**src/rtl/core/assert_macros.svh**
```systemverilog
// assertion macros shared by the rtl files
`ifndef ASSERT_MACROS_SVH
`define ASSERT_MACROS_SVH

// same-cycle implication, sampled on clk, off while arst_n is low
`define ASSERT_IMP(label, ante, cons, msg) \
	label: assert property (@(posedge clk) disable iff (!arst_n) (ante) |-> (cons)) \
		else $error(msg);

// next-cycle implication, sampled on clk, off while arst_n is low
`define ASSERT_NXT(label, ante, cons, msg) \
	label: assert property (@(posedge clk) disable iff (!arst_n) (ante) |=> (cons)) \
		else $error(msg);

`endif

```
**src/rtl/core/lcdnw_pkg.sv**
```systemverilog
// types, constants and microcode table of the lcd nibble write sequencer
`timescale 1ns / 1ps
package lcdnw_pkg;

	localparam int MODE_W  = 2;
	localparam int BYTE_W  = 8;
	localparam int NIB_W   = 4;
	localparam int TPU_W   = 7;
	localparam int HOLD_W  = 19;
	localparam int US_W    = 13;
	localparam int PROD_W  = US_W + TPU_W;
	localparam int PC_W    = 4;
	localparam int SUB_W   = 3;

	localparam logic [TPU_W-1:0] TPU_RESET = TPU_W'(3);

	// pin states within one byte: three for the high nibble, three for the low
	localparam logic [SUB_W-1:0] SUB_HI_TAIL = SUB_W'(2);
	localparam logic [SUB_W-1:0] SUB_E_HI_LO = SUB_W'(4);
	localparam logic [SUB_W-1:0] SUB_LO_TAIL = SUB_W'(5);
	localparam logic [SUB_W-1:0] SUB_E_HI_HI = SUB_W'(1);

	localparam logic [US_W-1:0] US_STROBE   = US_W'(6);
	localparam logic [US_W-1:0] US_CMD      = US_W'(40);
	localparam logic [US_W-1:0] US_DATA     = US_W'(1600);
	localparam logic [US_W-1:0] US_BYTE_END = US_W'(1000);
	localparam logic [US_W-1:0] US_WAKE_1   = US_W'(5000);
	localparam logic [US_W-1:0] US_WAKE_2   = US_W'(160);

	localparam logic [PC_W-1:0] PC_LAST = PC_W'(11);

	typedef enum logic [MODE_W-1:0] {
		MODE_CMD   = 2'd0,
		MODE_DATA  = 2'd1,
		MODE_INIT  = 2'd2,
		MODE_CLEAR = 2'd3
	} mode_t;

	typedef enum logic [1:0] {
		EXTRA_NONE = 2'd0,
		EXTRA_160  = 2'd1,
		EXTRA_5000 = 2'd2
	} extra_t;

	typedef enum logic [1:0] {
		ST_IDLE = 2'b01,
		ST_RUN  = 2'b10
	} seq_state_t;

	// one control word per byte of a run
	typedef struct packed {
		logic              use_input;
		logic [BYTE_W-1:0] const_byte;
		logic              rs;
		extra_t            extra;
		logic              end_run;
	} ucw_t;

	// sequencer to datapath: the pin state to emit this cycle
	typedef struct packed {
		logic              go;
		logic [BYTE_W-1:0] byte_val;
		logic              rs;
		extra_t            extra;
		logic              end_run;
		logic [SUB_W-1:0]  sub;
	} step_t;

	function automatic ucw_t ucode_rom(input logic [PC_W-1:0] pc);
		ucw_t w;
		w = '{use_input: 1'b0, const_byte: 8'h00, rs: 1'b0, extra: EXTRA_NONE,
			end_run: 1'b1};
		case (pc)
			4'd0: begin w.use_input = 1'b1; end
			4'd1: begin w.use_input = 1'b1; w.rs = 1'b1; end
			4'd2: begin w.const_byte = 8'h30; w.extra = EXTRA_5000; w.end_run = 1'b0; end
			4'd3: begin w.const_byte = 8'h30; w.extra = EXTRA_160; w.end_run = 1'b0; end
			4'd4: begin w.const_byte = 8'h30; w.extra = EXTRA_160; w.end_run = 1'b0; end
			4'd5: begin w.const_byte = 8'h28; w.end_run = 1'b0; end
			4'd6: begin w.const_byte = 8'h01; w.end_run = 1'b0; end
			4'd7: begin w.const_byte = 8'h80; w.end_run = 1'b0; end
			4'd8: begin w.const_byte = 8'h10; w.end_run = 1'b0; end
			4'd9: begin w.const_byte = 8'h06; end
			4'd10: begin w.const_byte = 8'h01; w.end_run = 1'b0; end
			4'd11: begin w.const_byte = 8'h80; end
			default: begin w.end_run = 1'b1; end
		endcase
		return w;
	endfunction

	function automatic logic [PC_W-1:0] ucode_entry(input mode_t m);
		logic [PC_W-1:0] pc;
		case (m)
			MODE_CMD:   pc = PC_W'(0);
			MODE_DATA:  pc = PC_W'(1);
			MODE_INIT:  pc = PC_W'(2);
			MODE_CLEAR: pc = PC_W'(10);
			default:    pc = PC_W'(0);
		endcase
		return pc;
	endfunction

endpackage

```
**src/rtl/core/lcdnw_if.sv**
```systemverilog
// request and pin-state channel interfaces
`timescale 1ns / 1ps
interface lcdnw_req_if import lcdnw_pkg::*; ();
	logic              valid;
	logic              ready;
	logic [MODE_W-1:0] mode;
	logic [BYTE_W-1:0] byte_value;

	modport source(output valid, mode, byte_value, input ready);
	modport sink(input valid, mode, byte_value, output ready);
endinterface

interface lcdnw_pin_if import lcdnw_pkg::*; ();
	logic              valid;
	logic              ready;
	logic [NIB_W-1:0]  data_nibble;
	logic              register_select;
	logic              enable_pin;
	logic [HOLD_W-1:0] hold_ticks;
	logic              last;

	modport source(output valid, data_nibble, register_select, enable_pin, hold_ticks, last,
		input ready);
	modport sink(input valid, data_nibble, register_select, enable_pin, hold_ticks, last,
		output ready);
endinterface

```
**src/rtl/core/lcdnw_useq.sv**
```systemverilog
// microcode sequencer: program counter, pin-state counter and entry jumps
`timescale 1ns / 1ps
`include "assert_macros.svh"
module lcdnw_useq import lcdnw_pkg::*; (
	input  logic              clk,
	input  logic              arst_n,
	input  logic              req_valid,
	output logic              req_ready,
	input  logic [MODE_W-1:0] req_mode,
	input  logic [BYTE_W-1:0] req_byte,
	input  logic              adv,
	output step_t             step
);

	seq_state_t        state_q;
	logic [PC_W-1:0]   pc_q;
	logic [SUB_W-1:0]  sub_q;
	logic [BYTE_W-1:0] byte_q;
	ucw_t              cw;
	logic              fire;
	logic              byte_done;

	assign cw        = ucode_rom(pc_q);
	assign req_ready = (state_q == ST_IDLE);
	assign fire      = (state_q == ST_RUN) && adv;
	assign byte_done = fire && (sub_q == SUB_LO_TAIL);

	assign step.go       = (state_q == ST_RUN);
	assign step.byte_val = cw.use_input ? byte_q : cw.const_byte;
	assign step.rs       = cw.rs;
	assign step.extra    = cw.extra;
	assign step.end_run  = cw.end_run;
	assign step.sub      = sub_q;

	always_ff @(posedge clk or negedge arst_n) begin
		if (!arst_n) begin
			state_q <= ST_IDLE;
			pc_q    <= '0;
			sub_q   <= '0;
		end else begin
			case (state_q)
				ST_IDLE: begin
					if (req_valid) begin
						state_q <= ST_RUN;
						pc_q    <= ucode_entry(mode_t'(req_mode));
						sub_q   <= '0;
					end
				end
				ST_RUN: begin
					if (byte_done) begin
						sub_q <= '0;
						// conditional jump: end of program returns to idle
						if (cw.end_run) begin
							state_q <= ST_IDLE;
						end else begin
							pc_q <= pc_q + PC_W'(1);
						end
					end else if (fire) begin
						sub_q <= sub_q + SUB_W'(1);
					end
				end
				default: begin
					state_q <= ST_IDLE;
				end
			endcase
		end
	end

	always_ff @(posedge clk) begin
		if (req_valid && req_ready) begin
			byte_q <= req_byte;
		end
	end

	`ASSERT_IMP(a_sub_range, state_q == ST_RUN, sub_q <= SUB_LO_TAIL, "pin-state count out of range")
	`ASSERT_IMP(a_pc_range, state_q == ST_RUN, pc_q <= PC_LAST, "program counter out of range")
	`ASSERT_NXT(a_end_idle, byte_done && cw.end_run, state_q == ST_IDLE, "run did not end")

endmodule

```
**src/rtl/core/lcdnw_pin_dp.sv**
```systemverilog
// pin-state datapath: nibble pick, hold time scaling and output register
`timescale 1ns / 1ps
`include "assert_macros.svh"
module lcdnw_pin_dp import lcdnw_pkg::*; (
	input  logic              clk,
	input  logic              arst_n,
	input  step_t             step,
	input  logic [TPU_W-1:0]  tpu,
	output logic              adv,
	lcdnw_pin_if.source       pins
);

	logic              valid_q;
	logic [NIB_W-1:0]  nib_q;
	logic              rs_q;
	logic              en_q;
	logic [HOLD_W-1:0] hold_q;
	logic              last_q;

	logic [US_W-1:0]   settle_us;
	logic [US_W-1:0]   extra_us;
	logic [US_W-1:0]   us;
	logic [PROD_W-1:0] prod;
	logic              lo_half;
	logic              load;

	assign adv     = !valid_q || pins.ready;
	assign load    = step.go && adv;
	assign lo_half = step.sub > SUB_HI_TAIL;

	always_comb begin
		case (step.extra)
			EXTRA_160:  extra_us = US_WAKE_2;
			EXTRA_5000: extra_us = US_WAKE_1;
			default:    extra_us = '0;
		endcase
		settle_us = step.rs ? US_DATA : US_CMD;
		case (step.sub)
			SUB_HI_TAIL: us = settle_us;
			SUB_LO_TAIL: us = settle_us + US_BYTE_END + extra_us;
			default:     us = US_STROBE;
		endcase
		prod = PROD_W'(us) * PROD_W'(tpu);
	end

	always_ff @(posedge clk or negedge arst_n) begin
		if (!arst_n) begin
			valid_q <= 1'b0;
		end else if (load) begin
			valid_q <= 1'b1;
		end else if (pins.ready) begin
			valid_q <= 1'b0;
		end
	end

	always_ff @(posedge clk) begin
		if (load) begin
			nib_q  <= lo_half ? step.byte_val[NIB_W-1:0] : step.byte_val[BYTE_W-1:NIB_W];
			rs_q   <= step.rs;
			en_q   <= (step.sub == SUB_E_HI_HI) || (step.sub == SUB_E_HI_LO);
			// saturate products past the hold field width
			hold_q <= (prod[PROD_W-1:HOLD_W] != '0) ? '1 : prod[HOLD_W-1:0];
			last_q <= step.end_run && (step.sub == SUB_LO_TAIL);
		end
	end

	assign pins.valid           = valid_q;
	assign pins.data_nibble     = nib_q;
	assign pins.register_select = rs_q;
	assign pins.enable_pin      = en_q;
	assign pins.hold_ticks      = hold_q;
	assign pins.last            = last_q;

	`ASSERT_IMP(a_last_e_low, valid_q && last_q, !en_q, "final pin state has E high")

endmodule

```
**src/rtl/core/char_lcd_nibble_write_sequencer_top.sv**
```systemverilog
// top level of the character lcd 4-bit nibble write sequencer
//
// channel | dir | handshake     | payload
// req     | in  | valid / ready | mode, byte_value
// pins    | out | valid / ready | data_nibble, register_select, enable_pin, hold_ticks, last
// cfg     | in  | cfg_we        | cfg_data (ticks_per_us)
//
// one pin state per cycle unless pins.ready stalls; a byte is 6 pin states, the clear run 12,
// the initialization run 48, set by the byte program counter and 6-step state counter
// a new request is taken the cycle after the last pin state is loaded into the output register
// output register stalls the sequencer while it holds a pin state and pins.ready is low
// arst_n clears the sequencer to idle, the output valid and ticks_per_us to 3
`timescale 1ns / 1ps
module char_lcd_nibble_write_sequencer_top import lcdnw_pkg::*; (
	input  logic             clk,
	input  logic             arst_n,
	lcdnw_req_if.sink        req,
	lcdnw_pin_if.source      pins,
	input  logic             cfg_we,
	input  logic [TPU_W-1:0] cfg_data
);

	logic [TPU_W-1:0] tpu_q;
	logic             adv;
	step_t            step;

	always_ff @(posedge clk or negedge arst_n) begin
		if (!arst_n) begin
			tpu_q <= TPU_RESET;
		end else if (cfg_we) begin
			tpu_q <= cfg_data;
		end
	end

	lcdnw_useq u_useq (
		.clk       (clk),
		.arst_n    (arst_n),
		.req_valid (req.valid),
		.req_ready (req.ready),
		.req_mode  (req.mode),
		.req_byte  (req.byte_value),
		.adv       (adv),
		.step      (step)
	);

	lcdnw_pin_dp u_pin_dp (
		.clk    (clk),
		.arst_n (arst_n),
		.step   (step),
		.tpu    (tpu_q),
		.adv    (adv),
		.pins   (pins)
	);

endmodule

```
**src/flat_wrapper.sv**
```systemverilog
// flat-port wrapper written by rule: the top's interface ports become plain ports
module char_lcd_nibble_write_sequencer_top_flat import lcdnw_pkg::*;
  (clk, arst_n, cfg_we, cfg_data, req_valid, req_mode, req_byte_value, req_ready, pins_valid, pins_data_nibble, pins_register_select, pins_enable_pin, pins_hold_ticks, pins_last, pins_ready);
  lcdnw_req_if req_i ();
  lcdnw_pin_if pins_i ();
  input  logic clk;
  input  logic arst_n;
  input  logic cfg_we;
  input  logic [TPU_W-1:0] cfg_data;
  input wire logic [$bits(req_i.valid)-1:0] req_valid;
  input wire logic [$bits(req_i.mode)-1:0] req_mode;
  input wire logic [$bits(req_i.byte_value)-1:0] req_byte_value;
  output wire logic [$bits(req_i.ready)-1:0] req_ready;
  output wire logic [$bits(pins_i.valid)-1:0] pins_valid;
  output wire logic [$bits(pins_i.data_nibble)-1:0] pins_data_nibble;
  output wire logic [$bits(pins_i.register_select)-1:0] pins_register_select;
  output wire logic [$bits(pins_i.enable_pin)-1:0] pins_enable_pin;
  output wire logic [$bits(pins_i.hold_ticks)-1:0] pins_hold_ticks;
  output wire logic [$bits(pins_i.last)-1:0] pins_last;
  input wire logic [$bits(pins_i.ready)-1:0] pins_ready;
  assign req_i.valid = req_valid;
  assign req_i.mode = req_mode;
  assign req_i.byte_value = req_byte_value;
  assign req_ready = req_i.ready;
  assign pins_valid = pins_i.valid;
  assign pins_data_nibble = pins_i.data_nibble;
  assign pins_register_select = pins_i.register_select;
  assign pins_enable_pin = pins_i.enable_pin;
  assign pins_hold_ticks = pins_i.hold_ticks;
  assign pins_last = pins_i.last;
  assign pins_i.ready = pins_ready;
  char_lcd_nibble_write_sequencer_top u_core (.clk(clk), .arst_n(arst_n), .req(req_i), .pins(pins_i), .cfg_we(cfg_we), .cfg_data(cfg_data));
endmodule
```
**config.mk**
```make
export PLATFORM = sky130hd
export DESIGN_NAME = char_lcd_nibble_write_sequencer_top_flat
export DESIGN_NICKNAME = d
export VERILOG_FILES = /design/src/rtl/core/lcdnw_pkg.sv /design/src/rtl/core/lcdnw_if.sv /design/src/rtl/core/lcdnw_useq.sv /design/src/rtl/core/lcdnw_pin_dp.sv /design/src/rtl/core/char_lcd_nibble_write_sequencer_top.sv /design/src/flat_wrapper.sv
export VERILOG_INCLUDE_DIRS = /design/src /design/src/rtl/core
export SDC_FILE = /design/constraint.sdc
export NUM_CORES = 1
export LEC_CHECK = 0
export CAP_MARGIN = 20
export CORE_MARGIN = 1
export CORE_UTILIZATION = 55
export CTS_CLUSTER_DIAMETER = 30
export DETAILED_ROUTE_END_ITERATION = 10
export DONT_BUFFER_PORTS = 1
export PLACE_DENSITY = 0.7
export SLEW_MARGIN = 20
export SYNTH_ARGS = -nofsm -noshare
export SYNTH_HDL_FRONTEND = slang
export SYNTH_SLANG_ARGS = --single-unit
```
**constraint.sdc**
```tcl
create_clock -name clk -period 9 [get_ports clk]
set_clock_uncertainty 0.2 [all_clocks]
set_input_delay 1.35 -clock clk [delete_from_list [all_inputs] [get_ports clk]]
set_output_delay 1.35 -clock clk [all_outputs]
set_load 0.01 [all_outputs]
```
# Yosys cells after proc, flatten, opt, wreduce, memory -nomap -nowiden
# Index checks and enable logic that the tools add are counted.
# totals
reg_bits,51
input_bits,22
out_inout_bits,28
elab_cells,89
# op_classes
add_sub_neg,4
mul,1
magnitude_cmp,1
eq_ne,27
mux,25
n_reduce_logical,20
# ops
cell,count
13-bit one-hot mux with 2 select lines,2
8-bit one-hot mux with 6 select lines,1
13-bit by 7-bit multiplier with 20-bit output,1
4-bit by 3-bit equality test with 1-bit output (second input constant),4
4-bit equality test (second input constant),4
4-bit two-way mux,4
4-bit one-hot mux with 4 select lines,1
12-bit by 13-bit adder with 13-bit output,1
11-bit by 10-bit adder with 12-bit output (second input constant),1
11-bit two-way mux,1
3-bit two-way mux,3
2-bit equality test (second input constant),4
4-bit by 2-bit equality test with 1-bit output (second input constant),2
8-bit two-way mux,1
2-bit != test (second input constant),4
2-bit one-hot mux with 2 select lines,2
4-bit one-hot mux with 2 select lines,1
2-bit OR reduction,4
8-bit OR reduction,1
2-bit by 1-bit equality test with 1-bit output (second input constant),3
3-bit equality test (second input constant),2
2-bit two-way mux,3
3-bit one-hot mux with 2 select lines,1
3-bit AND reduction,2
other kinds (16),25

# Depth between registers and ports, before layout
# Gate-level depths: netlist of the first run.
# depth
depth_word,8
depth_mapped,26
depth_no_buf,25

# Modules after synthesis
# Synthesis of the first run repeated with hierarchy kept, for this count alone.
# unflattened
hier_cells,522
hier_area_um2,5265.0
# modules_own_cells
module,instances,cells_each,area_each_um2,seq_area_each_um2
lcdnw_pin_dp,1,397,3925.0,805.8
lcdnw_useq,1,110,1046.0,466.7
char_lcd_nibble_write_sequencer_top,1,15,294.0,177.7

# Worst setup path after synthesis of the first run
# OpenSTA, ideal clock, no wires.
# synth_timing
path_kind,reg2reg
startpoint,register u_core.u_useq.pc_q[0]
endpoint,"register u_core.u_pin_dp.hold_q[17], in the netlist u_core.u_pin_dp.pins.hold_ticks[17], data pin"
setup_ps,255
t_arrival_ps,5854
required_ps,8545
path_slack_ps,2691
path_stages_with_launch,23
n_path_buf,1
period_less_slack_ps,6309
path_cell_list,dfrtp_1 inv_1 ha_1 mux2i_1 or2_2 ha_1 ha_1 or3_1 a21oi_1 and2_1 fa_1 fa_1 fa_1 inv_1 fa_1 inv_1 ha_1 and4_1 a31oi_1 a21oi_2 mux2i_4 buf_6 nand2_1
# synth_via
elab_chain_len,8
elab_cells_between_ends,15
cone_classes,add/sub: 2; mul: 1; eq/ne: 6; mux: 5; reduce/logical: 1
# synth_lines
item,line,text
start: declaration,lcdnw_useq.sv:16,logic [PC_W-1:0] pc_q;
start signal: assignment,lcdnw_useq.sv:45,pc_q <= ucode_entry(mode_t'(req_mode));
start signal: assignment,lcdnw_useq.sv:56,pc_q <= pc_q + PC_W'(1);
"parallel branches: the longest is 6 deep, another holds 12-bit by 13-bit adder with 13-bit output",n/a,
13-bit one-hot mux with 2 select lines *,lcdnw_pin_dp.sv:38,case (step.sub)
13-bit by 7-bit multiplier with 20-bit output *,lcdnw_pin_dp.sv:43,prod = PROD_W'(us) * PROD_W'(tpu);
end signal: assignment,lcdnw_pin_dp.sv:62,hold_q <= (prod[PROD_W-1:HOLD_W] != '0) ? '1 : prod[HOLD_W-1:0];
end: declaration,lcdnw_pin_dp.sv:17,logic [HOLD_W-1:0] hold_q;
# Mark *: on every way between the ends.
# A chain may end at the register's enable or synchronous reset.

# Final worst setup path of the first run
# layout_timing
startpoint,register u_core.u_useq.pc_q[0]
endpoint,"register u_core.u_pin_dp.hold_q[7], in the netlist u_core.u_pin_dp.pins.hold_ticks[7], data pin"
# The elaborated chain is that of the path after synthesis.

==> flow_metrics.py, run 1 <==
metrics = {
    "outcome": {
        "status": "complete, no violations",
    },
    "setup_path": {
        "worstPathMaxFanout": 19,
        "rrSetupSlack_ps": 1900,
        "rr_endpoint": "u_core.u_pin_dp.pins.hold_ticks[7]$_SDFFCE_PP1P_",
        "cp-start-kind": "flop",
        "worstPathArrival_ps": 6930,
        "r2r_start": "u_core.u_useq.pc_q[0]$_DFFE_PN0P_",
        "rr_worst_depth": 22,
        "critPathKind": "flop to flop",
        "cp_data_required_time_ps": 8830,
        "end_kind": "flop",
    },
    "finish": {
        "utilization": 0.597,
        "n_fill_cell": 723,
        "mostFrequentLayoutCells": "inv_1, nand2_1, ha_1, fa_1, and2_1",
        "layout.cells.non_filler": 633,
        "fin_nets": 649,
        "drive_above_1_share": 0.0610,
        "layout_commonest_cell": "inv_1",
        "n_antenna_cell": 0,
        "area_growth_pct": 3.26,
    },
    "global_route": {
        "grt_pass1_vias": 3507,
        "gr-usage-all-layers": 0.203,
        "grt_remaining_overflow": 0,
        "grt_pass1_wl_mm": 15.7,
        "grt_max_degree": 27,
        "antenna_found_initial": 0,
    },
    "synthesis": {
        "synthCells": 530,
        "synth_nets": 655,
        "mappedNetlistArea_mm2": 0.00514,
        "syn_area_per_cell_um2": 9.70,
        "yosys_warnings": 0,
        "ys_ff_latch": 51,
        "ys_seq_area_frac": 0.282,
        "synth_cell_types": 57,
        "async_flop_share": 0.333,
        "synth_edf_count": 34,
        "synth_flop_cell": "edfxtp_1",
    },
    "cts": {
        "clkSinkCount": 51,
        "clockBufferDepth": 2,
        "insertion_delay_ps": 310,
        "clock-root-buffer": "clkbuf_8",
        "cts_made_buffers": 5,
        "cts_tree": "yes",
        "clk_pin_slew_ps": 100,
        "cts_setup_buffers": 0,
        "cts_hold_buf": 0,
        "postCtsResizedCells": 0,
        "h-tree-depth": 2,
    },
    "detailed_routing": {
        "drc": 0,
        "antenna_left": 0,
        "first_pass_iters": 4,
        "wl_per_cell_um": 14.0,
        "vias": 3449,
        "finalWirelength_mm": 8.88,
        "vias_per_cell": 5.45,
        "drt-initial-drc-count": 144,
    },
    "min_path": {
        "worstHoldEndpoint": "u_core.u_useq.state_q[0]$_DFFE_PN1P_",
        "holdPathStages": 1,
        "min_from": "u_core.u_useq.state_q[0]$_DFFE_PN1P_",
        "min_path_type": "flop to flop",
    },
    "floorplanning": {
        "die_width_um": 98.7,
        "initial_core_util": 0.578,
        "fp.dieH_um": 98.7,
        "die-area_mm2": 0.00974,
        "fp.coreArea_mm2": 0.00889,
        "pin_count": 50,
        "core.rowCount": 34,
    },
    "pwr": {
        "leakagePower_nw": 2.59,
        "total_power_mw": 0.971,
        "ir_drop_mv": 0.154,
        "power_per_cell_area_mw_per_mm2": 183,
    },
    "sta": {
        "relSlewSlack": 0.517,
        "fin_crit_sh": 0.789,
        "tightestPinTransition_ps": 717,
        "finalMaxSlewViolations": 0,
        "finalSetupTns_ps": 0,
        "fin_crit_ps": 7100,
        "rsz0062_at_grt": "no",
        "hold_viol": 0,
        "fmax_mhz": 141,
        "setup_violations": 0,
    },
    "placement": {
        "place_congestion": 0.925,
        "port_buffers": 0,
        "dp.cells": 625,
        "dp.final_hpwl_mm": 7.13,
    },
    "run": {
        "cap_violations": 0,
    },
}
[layout make-up]
type / instances / area [um^2] / area share
multi-input cells: 384 / 3320 / 0.626
flip-flops and latches: 51 / 1450 / 0.273
inverters: 81 / 304 / 0.0573
well taps: 108 / 135 / 0.0255
clock buffers: 6 / 72.6 / 0.0137
clock inverters: 2 / 16.3 / 0.00306
repair buffers: 1 / 7.51 / 0.00141
[cells in the mapped netlist, types with 4 or more instances]
cell type,number,share of area
clkbuf_1,8,0.0058
fa_1,49,0.19
nand2b_1,6,0.0073
mux2_2,9,0.020
inv_1,81,0.059
nand2_1,61,0.045
o21ai_0,22,0.021
xnor2_1,6,0.010
edfxtp_1,34,0.20
and2_1,48,0.058
nor2_1,22,0.016
xor2_1,10,0.017
buf_2,4,0.0039
nand3_1,10,0.0097
and3_1,6,0.0073
ha_1,54,0.13
dfrtp_1,14,0.068
nor3_1,4,0.0039
a21oi_1,24,0.023
a21o_1,4,0.0058
o21a_1,4,0.0058
[worst max-delay path, stage by stage (launching register included)]
cell,delay [ps]
dfrtp_1,460
inv_1,120
ha_1,230
mux2i_1,90
or2_2,300
ha_1,330
ha_1,190
or3_1,360
a21oi_1,490
and2_1,240
fa_1,430
fa_1,470
fa_1,540
inv_1,50
fa_1,520
inv_1,40
ha_1,370
a21oi_1,140
o211ai_1,180
a31oi_1,90
a21oi_2,240
mux2i_4,540
o21ai_0,180
[kinds of logic (layout without fill, tap and decap cells)]
family	Yosys count	count (layout)	share of synthesized area
buf+inv	95	90	0.0720
mux	11	11	0.0260
simple gates	169	169	0.163
fa+ha+maj	103	103	0.322
xor+xnor	16	16	0.0273
compound gates	85	85	0.108
flops	51	51	0.282
[sequential cells by signal, summed over array words and instances (netlist names)]
name,cells
u_core.tpu_q,7
u_core.u_pin_dp.pins.valid,1
u_core.u_pin_dp.pins.register_select,1
u_core.u_pin_dp.pins.data_nibble,4
u_core.u_useq.pc_q,4
u_core.u_pin_dp.pins.last,1
u_core.u_pin_dp.pins.enable_pin,1
u_core.u_useq.byte_q,8
u_core.u_pin_dp.pins.hold_ticks,19
u_core.u_useq.sub_q,3
u_core.u_useq.state_q,2
[routing by layer]
layer	GRT usage	vias up	part of all wire
li1	-	1727	-
met5	0	-	0
met3	0.0383	12	0.035
met4	0.0654	0	0.013
met1	0.235	1635	0.45
met2	0.379	75	0.50
[power breakdown]
group / total (mW) / switching, mW / internal [mW]
sequential: 0.382 / 0.0526 / 0.329
clock: 0.135 / 0.0789 / 0.0560
combinational: 0.455 / 0.267 / 0.188
[worst max-delay path by stage]
| stage | startpoint | end | slack, ps | depth (start not counted) |
|---|---|---|---|---|
| 6_report | u_core.u_useq.pc_q[0]$_DFFE_PN0P_ | u_core.u_pin_dp.pins.hold_ticks[7]$_SDFFCE_PP1P_ | 1900 | 22 |
| 4_1_cts | u_core.u_useq.pc_q[0]$_DFFE_PN0P_ | u_core.u_pin_dp.pins.hold_ticks[7]$_SDFFCE_PP1P_ | 1880 | 22 |
| 2_1_floorplan | u_core.u_useq.pc_q[0]$_DFFE_PN0P_ | u_core.u_pin_dp.pins.hold_ticks[17]$_SDFFCE_PP1P_ | 2690 | 22 |
| 5_1_grt | u_core.u_useq.pc_q[0]$_DFFE_PN0P_ | u_core.u_pin_dp.pins.hold_ticks[7]$_SDFFCE_PP1P_ | 1430 | 21 |
| 3_5_place_dp | u_core.u_useq.pc_q[0]$_DFFE_PN0P_ | u_core.u_pin_dp.pins.hold_ticks[7]$_SDFFCE_PP1P_ | 1910 | 22 |
| 3_3_place_gp | u_core.u_useq.pc_q[0]$_DFFE_PN0P_ | u_core.u_pin_dp.pins.hold_ticks[12]$_SDFFCE_PP1P_ | 2020 | 22 |
[per-stage QoR]
step                      instance area [um^2]  setup WS (ps)  hold slack [ps]
after global routing                      5310           1430              347
after CTS                                 5310           1880              334
after global placement                    5220           2020              309
after floorplan                           5140           2690              293
after detailed placement                  5220           1910              321
final                                     5310           1900              331
Note: power is estimated with default switching activity, not from simulation.
==> run 2, diff against run 1 <==
--- a/config.mk
+++ b/config.mk
@@ -12,7 +12,7 @@
 export CTS_CLUSTER_DIAMETER = 30
 export DETAILED_ROUTE_END_ITERATION = 10
 export DONT_BUFFER_PORTS = 1
-export PLACE_DENSITY = 0.7
+export PLACE_DENSITY = 0.73
 export SLEW_MARGIN = 20
 export SYNTH_ARGS = -nofsm -noshare
 export SYNTH_HDL_FRONTEND = slang
==> constraint.sdc (replaced) <==
create_clock -name clk -period 5.8 [get_ports clk]
set_clock_uncertainty 0.2 [all_clocks]
set_input_delay 0.87 -clock clk [delete_from_list [all_inputs] [get_ports clk]]
set_output_delay 0.87 -clock clk [all_outputs]
set_load 0.01 [all_outputs]
==> run 2 against run 1 <==
Net effect:
- total power is 95% higher
- worst hold slack lost 290 ps
- first-iteration DRC count grew 5.6%
- core utilization rose by 9.0 points
- die area unchanged
- combinational power is 140% higher
- routed wire length rose by 17%
- worst setup slack worse by 2100 ps
- the flow now finishes with violations (negative setup slack)
- sequential power up 53%
- global-route usage increased by 3.0 points
- largest cell class unchanged
- flip-flop and latch count unchanged
==> flow_metrics.py, run 2 (same netlist as run 1, synthesis figures left out) <==
metrics = {
    "finish": {
        "fin_nets": 718,
        "utilization": 0.687,
        "area_growth_pct": 18.8,
        "mostFrequentLayoutCells": "inv_1, buf_4, nand2_1, fa_1, and2_1",
        "layout_commonest_cell": "inv_1",
        "n_antenna_cell": 0,
        "largest_reg_flops": 19,
        "drive_above_1_share": 0.244,
    },
    "sta": {
        "fin_crit_sh": 1.03,
        "fin_crit_ps": 5980,
        "fin_ws_ps": -185,
        "relSlewSlack": 0.539,
        "setup_violations": 19,
        "hold_viol": 0,
        "finalSetupTns_ps": -3130,
        "tightestPinTransition_ps": 686,
        "rsz0062_at_grt": "yes",
        "fmax_mhz": 167,
        "finalMaxSlewViolations": 0,
    },
    "setup_path": {
        "worstPathArrival_ps": 5860,
        "worstPathMaxFanout": 7,
        "path_cells": "inv_2, ha_4, mux2i_1, or2_4, ha_4, ha_4, or3_4, a21oi_4, and2_4, fa_1, fa_1, fa_1, inv_2, fa_1, inv_2, ha_4, a21oi_2, o211ai_1, a31oi_4, a21oi_4, mux2i_4, buf_6, nand2b_1",
        "critPathMaxStageDelay_ps": 510,
        "cp_data_required_time_ps": 5680,
        "end_kind": "flop",
        "crit_slowest_cell": "fa_1",
        "critPathKind": "flop to flop",
        "cp-start-kind": "flop",
    },
    "run": {
        "cap_violations": 0,
    },
    "global_route": {
        "grt_remaining_overflow": 0,
        "grt_max_degree": 27,
        "gr-usage-all-layers": 0.233,
        "grt_pass1_vias": 3962,
        "antenna_found_initial": 0,
        "grt_pass1_wl_mm": 18.0,
    },
    "floorplanning": {
        "fp.coreArea_mm2": 0.00889,
        "pin_count": 50,
        "die-area_mm2": 0.00974,
        "fp.dieH_um": 98.7,
        "initial_core_util": 0.578,
        "die_width_um": 98.7,
        "core.rowCount": 34,
    },
    "cts": {
        "cts_hold_buf": 0,
        "insertion_delay_ps": 310,
        "clk_pin_slew_ps": 100,
        "clkSinkCount": 51,
        "cts_tree": "yes",
        "clock-root-buffer": "clkbuf_8",
        "clockBufferDepth": 2,
        "h-tree-depth": 2,
        "cts_made_buffers": 5,
    },
    "detailed_routing": {
        "finalWirelength_mm": 10.4,
        "drt-initial-drc-count": 152,
        "wl_per_cell_um": 14.9,
        "first_pass_iters": 4,
        "vias": 3824,
        "antenna_left": 0,
        "vias_per_cell": 5.45,
        "drc": 0,
    },
    "pwr": {
        "switching_share": 0.398,
        "combPwrFrac": 0.566,
        "power.net_switching_mw": 0.753,
        "pwr-share-seq": 0.309,
        "pwr-share-clk": 0.125,
        "cellInternalPower_mw": 1.14,
        "leakagePower_nw": 2.95,
        "ir_drop_mv": 0.235,
        "power_per_cell_area_mw_per_mm2": 310,
    },
    "min_path": {
        "min_path_type": "input pin to asynchronous set/reset pin",
    },
    "outcome": {
        "status": "complete, but fails checks",
        "violations": "negative setup slack",
    },
    "placement": {
        "place_congestion": 0.884,
        "port_buffers": 0,
        "dp.final_hpwl_mm": 8.20,
    },
}
-- run 2: changes by cell type in the layout (fill, tap and decap cells not counted), sizes merged --
cell / change
clkbuf: +1
clkinvlp: -1
buf: +69
-- run 2: metrics by stage --
| step | setup slack [ps] | std cells | instance area (um^2) | hold slack (ps) | total power, mW |
|---|---|---|---|---|---|
| finish | -185 | 702 | 6110 | 36.6 | 1.89 |
| global route | -375 | 702 | 6110 | 14.0 | 2.04 |
| CTS | -173 | 700 | 6010 | 29.9 | 1.81 |
| detailed placement | -338 | 686 | 5790 | 317 | 1.51 |
| global placement | -238 | 686 | 5790 | 308 | 1.47 |
| floorplan | -165 | 530 | 5260 | 293 | 1.22 |
-- run 2: final timing paths --
| kind | startpoint | slack [ps] | depth (start not counted) | endpoint |
|---|---|---|---|---|
| worst max register to register | u_core.u_useq.pc_q[1]$_DFFE_PN0P_ | -180 | 23 | u_core.u_pin_dp.pins.hold_ticks[2]$_SDFFCE_PP1P_ |
| worst min-delay path | arst_n | 40 | 0 | u_core.u_useq.state_q[1]$_DFFE_PN0P_ |
| worst min register to register | u_core.u_useq.state_q[0]$_DFFE_PN1P_ | 330 | 1 | u_core.u_useq.state_q[0]$_DFFE_PN1P_ |
| max in group asynchronous | arst_n | 5190 | 0 | u_core.tpu_q[1]$_DFFE_PN1P_ |
| min in group clk | u_core.u_useq.state_q[0]$_DFFE_PN1P_ | 330 | 1 | u_core.u_useq.state_q[0]$_DFFE_PN1P_ |
| worst max-delay path | u_core.u_useq.pc_q[1]$_DFFE_PN0P_ | -180 | 23 | u_core.u_pin_dp.pins.hold_ticks[2]$_SDFFCE_PP1P_ |
-- run 2: layout make-up --
cell class | count | area [um^2]
Clock buffer | 7 | 97.6
Tap cell | 108 | 135
Timing Repair Buffer | 70 | 533
Fill cell | 629 | 2790
Sequential cell | 51 | 1450
Clock inverter | 1 | 6.26
Inverter | 81 | 304
Multi-Input combinational cell | 384 | 3580
-- run 2: repair_timing --
action | CTS | global route
setup endpoints to repair | 19 | 19
resized for setup | 21 | 17
setup buffers | 6 | 2
pin swaps | 18 | 8
-- run 2: power by group through the flow --
stage          Combinational, mW  Sequential (mW)  Clock (mW)
2_1_floorplan              0.646            0.569           0
5_1_grt                     1.19            0.597       0.251
3_3_place_gp               0.880            0.591           0
6_report                    1.07            0.585       0.236
4_1_cts                    0.983            0.584       0.239
3_5_place_dp               0.916            0.593           0
-- run 2: layer usage --
metal | global-route usage | part of all wire | vias to the layer above
li1 | - | - | 1859
met1 | 0.272 | 0.42 | 1866
met2 | 0.451 | 0.54 | 89
met3 | 0.0383 | 0.036 | 10
met4 | 0.0425 | 0.0091 | 0
met5 | 0 | 0 | -
-- run 2: worst max-delay path: cells and delay by family (launching register included) --
kind,cells,cell delay [ps]
adder cells (fa/ha/maj),8,2720
AND/OR/NAND/NOR,4,860
AO/OA/AOI/OAI,5,780
flip-flops,1,420
multiplexers,2,410
buffers and inverters,4,340
==> run 3, diff against run 2 <==
--- a/config.mk
+++ b/config.mk
@@ -7,12 +7,14 @@
 export NUM_CORES = 1
 export LEC_CHECK = 0
 export CAP_MARGIN = 20
+export CELL_PAD_IN_SITES_DETAIL_PLACEMENT = 1
+export CELL_PAD_IN_SITES_GLOBAL_PLACEMENT = 1
 export CORE_MARGIN = 1
-export CORE_UTILIZATION = 55
+export CORE_UTILIZATION = 46
 export CTS_CLUSTER_DIAMETER = 30
 export DETAILED_ROUTE_END_ITERATION = 10
 export DONT_BUFFER_PORTS = 1
-export PLACE_DENSITY = 0.73
+export PLACE_DENSITY_LB_ADDON = 0.1
 export SLEW_MARGIN = 20
 export SYNTH_ARGS = -nofsm -noshare
 export SYNTH_HDL_FRONTEND = slang
==> run 3 against run 2 <==
Net effect:
- the run still ends with negative setup slack left
- largest power group unchanged
- design area is 1.8% higher
- worst setup slack worse by 180 ps
- flip-flop and latch count stayed put
- critical path depth stayed put
- sequential power hardly changed
- maximum frequency is 2.9% lower
- total power is 0.30% higher
- die area is 19% higher
- register-to-register slack worse by 180 ps
- critical path type unchanged
- core utilization is 12 points lower
- largest cell class unchanged
- worst hold slack worse by 12 ps
- routed wire length is 24% higher
==> flow_metrics.py, run 3 (same netlist as run 1, synthesis figures left out) <==
metrics = {
    "detailed_routing": {
        "drt-initial-drc-count": 113,
        "first_pass_iters": 5,
        "antenna_left": 0,
        "vias": 3937,
        "finalWirelength_mm": 12.9,
        "vias_per_cell": 5.27,
        "wl_per_cell_um": 17.3,
        "drc": 0,
    },
    "cts": {
        "insertion_delay_ps": 320,
        "cts_tree": "yes",
        "clk_pin_slew_ps": 100,
        "h-tree-depth": 2,
        "cts_made_buffers": 5,
        "clockBufferDepth": 2,
        "clock-root-buffer": "clkbuf_8",
        "clkSinkCount": 51,
    },
    "finish": {
        "mostFrequentLayoutCells": "buf_4, inv_1, nand2_1, fa_1",
        "utilization": 0.571,
        "fin_nets": 731,
        "layout_commonest_cell": "buf_4",
        "largest_reg_flops": 19,
        "n_fill_cell": 1202,
        "drive_above_1_share": 0.265,
        "finalInstanceArea_mm2": 0.00622,
        "n_antenna_cell": 0,
        "layout.cells.non_filler": 747,
        "area_growth_pct": 20.9,
    },
    "setup_path": {
        "r2r_start": "u_core.u_useq.pc_q[0]$_DFFE_PN0P_",
        "rr_endpoint": "u_core.u_pin_dp.pins.hold_ticks[2]$_SDFFCE_PP1P_",
        "worstPathArrival_ps": 6050,
        "cp_num_buf_inv": 4,
        "critPathMaxStageDelay_ps": 550,
        "worstPathMaxFanout": 8,
        "cp_top_family": "adder cells",
        "crit_slowest_cell": "fa_1",
        "critPathKind": "flop to flop",
        "rr_worst_depth": 23,
        "cp-start-kind": "flop",
        "path_cells": "inv_2, ha_4, mux2i_1, or2_4, ha_4, ha_4, or3_4, a21oi_4, and2_4, fa_1, fa_1, fa_1, inv_2, fa_1, inv_2, ha_4, a21oi_4, o211ai_1, a31oi_4, a21oi_4, mux2i_4, buf_6, nand2b_1",
        "end_kind": "flop",
        "cp_data_required_time_ps": 5680,
        "rrSetupSlack_ps": -360,
    },
    "pwr": {
        "pwr-share-seq": 0.308,
        "power_per_cell_area_mw_per_mm2": 305,
        "cellInternalPower_mw": 1.12,
        "leakagePower_nw": 3.00,
        "combPwrFrac": 0.574,
        "pwr-share-clk": 0.118,
        "power.net_switching_mw": 0.782,
        "switching_share": 0.412,
        "ir_drop_mv": 0.217,
    },
    "sta": {
        "fmax_mhz": 162,
        "hold_viol": 0,
        "finalMaxSlewViolations": 0,
        "setup_violations": 19,
        "relSlewSlack": 0.499,
        "rsz0062_at_grt": "yes",
        "fin_crit_sh": 1.06,
        "fin_ws_ps": -365,
        "fin_crit_ps": 6160,
        "hold_slack_ps": 24.4,
        "tightestPinTransition_ps": 745,
    },
    "outcome": {
        "status": "complete, but fails checks",
        "violations": "negative setup slack",
    },
    "global_route": {
        "grt_remaining_overflow": 0,
        "grt_max_degree": 22,
        "grt_pass1_vias": 4533,
        "antenna_found_initial": 0,
        "grt_pass1_wl_mm": 21.8,
        "gr-usage-all-layers": 0.243,
    },
    "min_path": {
        "min_path_type": "input pin to asynchronous set/reset pin",
    },
    "floorplanning": {
        "die_width_um": 108,
        "core.rowCount": 38,
        "fp.coreArea_mm2": 0.0109,
        "initial_core_util": 0.472,
        "die-area_mm2": 0.0116,
        "pin_count": 50,
        "fp.dieH_um": 108,
    },
    "placement": {
        "dpl-instance-area_mm2": 0.00587,
        "pre_cts_ws_ps": -483,
        "dp.cells": 723,
        "dp.final_hpwl_mm": 10.2,
        "port_buffers": 0,
        "place_congestion": 0.822,
    },
    "run": {
        "cap_violations": 0,
    },
}
run 3: cell types whose count changed in the layout (fill, tap and decap cells not counted), sizes merged:
cell,change
buf,+13
clkbuf,-2
clkinv,+1
inv,+1
run 3: worst reg2reg max path, stage by stage (launching register included):
cell and delay, ps:
dfrtp_1 430, inv_2 100, ha_4 140, mux2i_1 60
or2_4 250, ha_4 250, ha_4 170, or3_4 370
a21oi_4 200, and2_4 170, fa_1 440, fa_1 540
fa_1 550, inv_2 50, fa_1 490, inv_2 50
ha_4 280, a21oi_4 50, o211ai_1 260, a31oi_4 70
a21oi_4 180, mux2i_4 390, buf_6 180, nand2b_1 60
run 3: metrics by stage:
| stage | total power [mW] | TNS (ps) |
|---|---|---|
| after floorplan | 1.22 | -2130 |
| after global placement | 1.50 | -4140 |
| after detailed placement | 1.56 | -7990 |
| after CTS | 1.86 | -5920 |
| after global routing | 2.06 | -9650 |
| final | 1.90 | -6150 |
run 3: power by group through the flow:
stage	Clock [mW]	Combinational, mW	Sequential (mW)
floorplan	0	0.646	0.569
global placement	0	0.907	0.591
detailed placement	0	0.965	0.594
CTS	0.230	1.04	0.585
global route	0.238	1.22	0.595
finish	0.224	1.09	0.584
run 3: layout make-up:
class | count | area [um^2] | area share
multi-input combinational | 384 | 3560 | 0.573
inverter | 81 | 304 | 0.0489
sequential | 51 | 1450 | 0.233
clock inverter | 3 | 22.5 | 0.00362
tap | 140 | 175 | 0.0282
timing repair buffer | 83 | 634 | 0.102
clock buffer | 5 | 68.8 | 0.0111
run 3: repair_timing:
| action | CTS | global route |
|---|---|---|
| endpoints found under the setup margin | 19 | 19 |
| setup buffers | 10 | 6 |
| pin swaps | 11 | 11 |
| gates resized for setup | 29 | 13 |
| hold buffers | 0 | 0 |
run 3: metal layers:
metal  global-route usage  vias to the layer above  wire length (um)
met5                    0                        -                 0
met4               0.0822                        0               253
met3               0.0315                       16               284
met2                0.483                       63              7160
met1                0.260                     1975              5220
li1                     -                     1883                 -
run 3: how the worst max path moves through the flow:
stage / cells after the start / startpoint / end
after floorplan: 22 / u_core.u_useq.pc_q[0]$_DFFE_PN0P_ / u_core.u_pin_dp.pins.hold_ticks[9]$_SDFFCE_PP1P_
after global placement: 24 / u_core.u_useq.pc_q[0]$_DFFE_PN0P_ / u_core.u_pin_dp.pins.hold_ticks[4]$_SDFFCE_PP1P_
after detailed placement: 22 / u_core.u_useq.pc_q[1]$_DFFE_PN0P_ / u_core.u_pin_dp.pins.hold_ticks[2]$_SDFFCE_PP1P_
after CTS: 23 / u_core.u_useq.pc_q[1]$_DFFE_PN0P_ / u_core.u_pin_dp.pins.hold_ticks[2]$_SDFFCE_PP1P_
after global routing: 25 / u_core.u_useq.pc_q[0]$_DFFE_PN0P_ / u_core.u_pin_dp.pins.hold_ticks[1]$_SDFFCE_PP1P_
final: 23 / u_core.u_useq.pc_q[0]$_DFFE_PN0P_ / u_core.u_pin_dp.pins.hold_ticks[2]$_SDFFCE_PP1P_
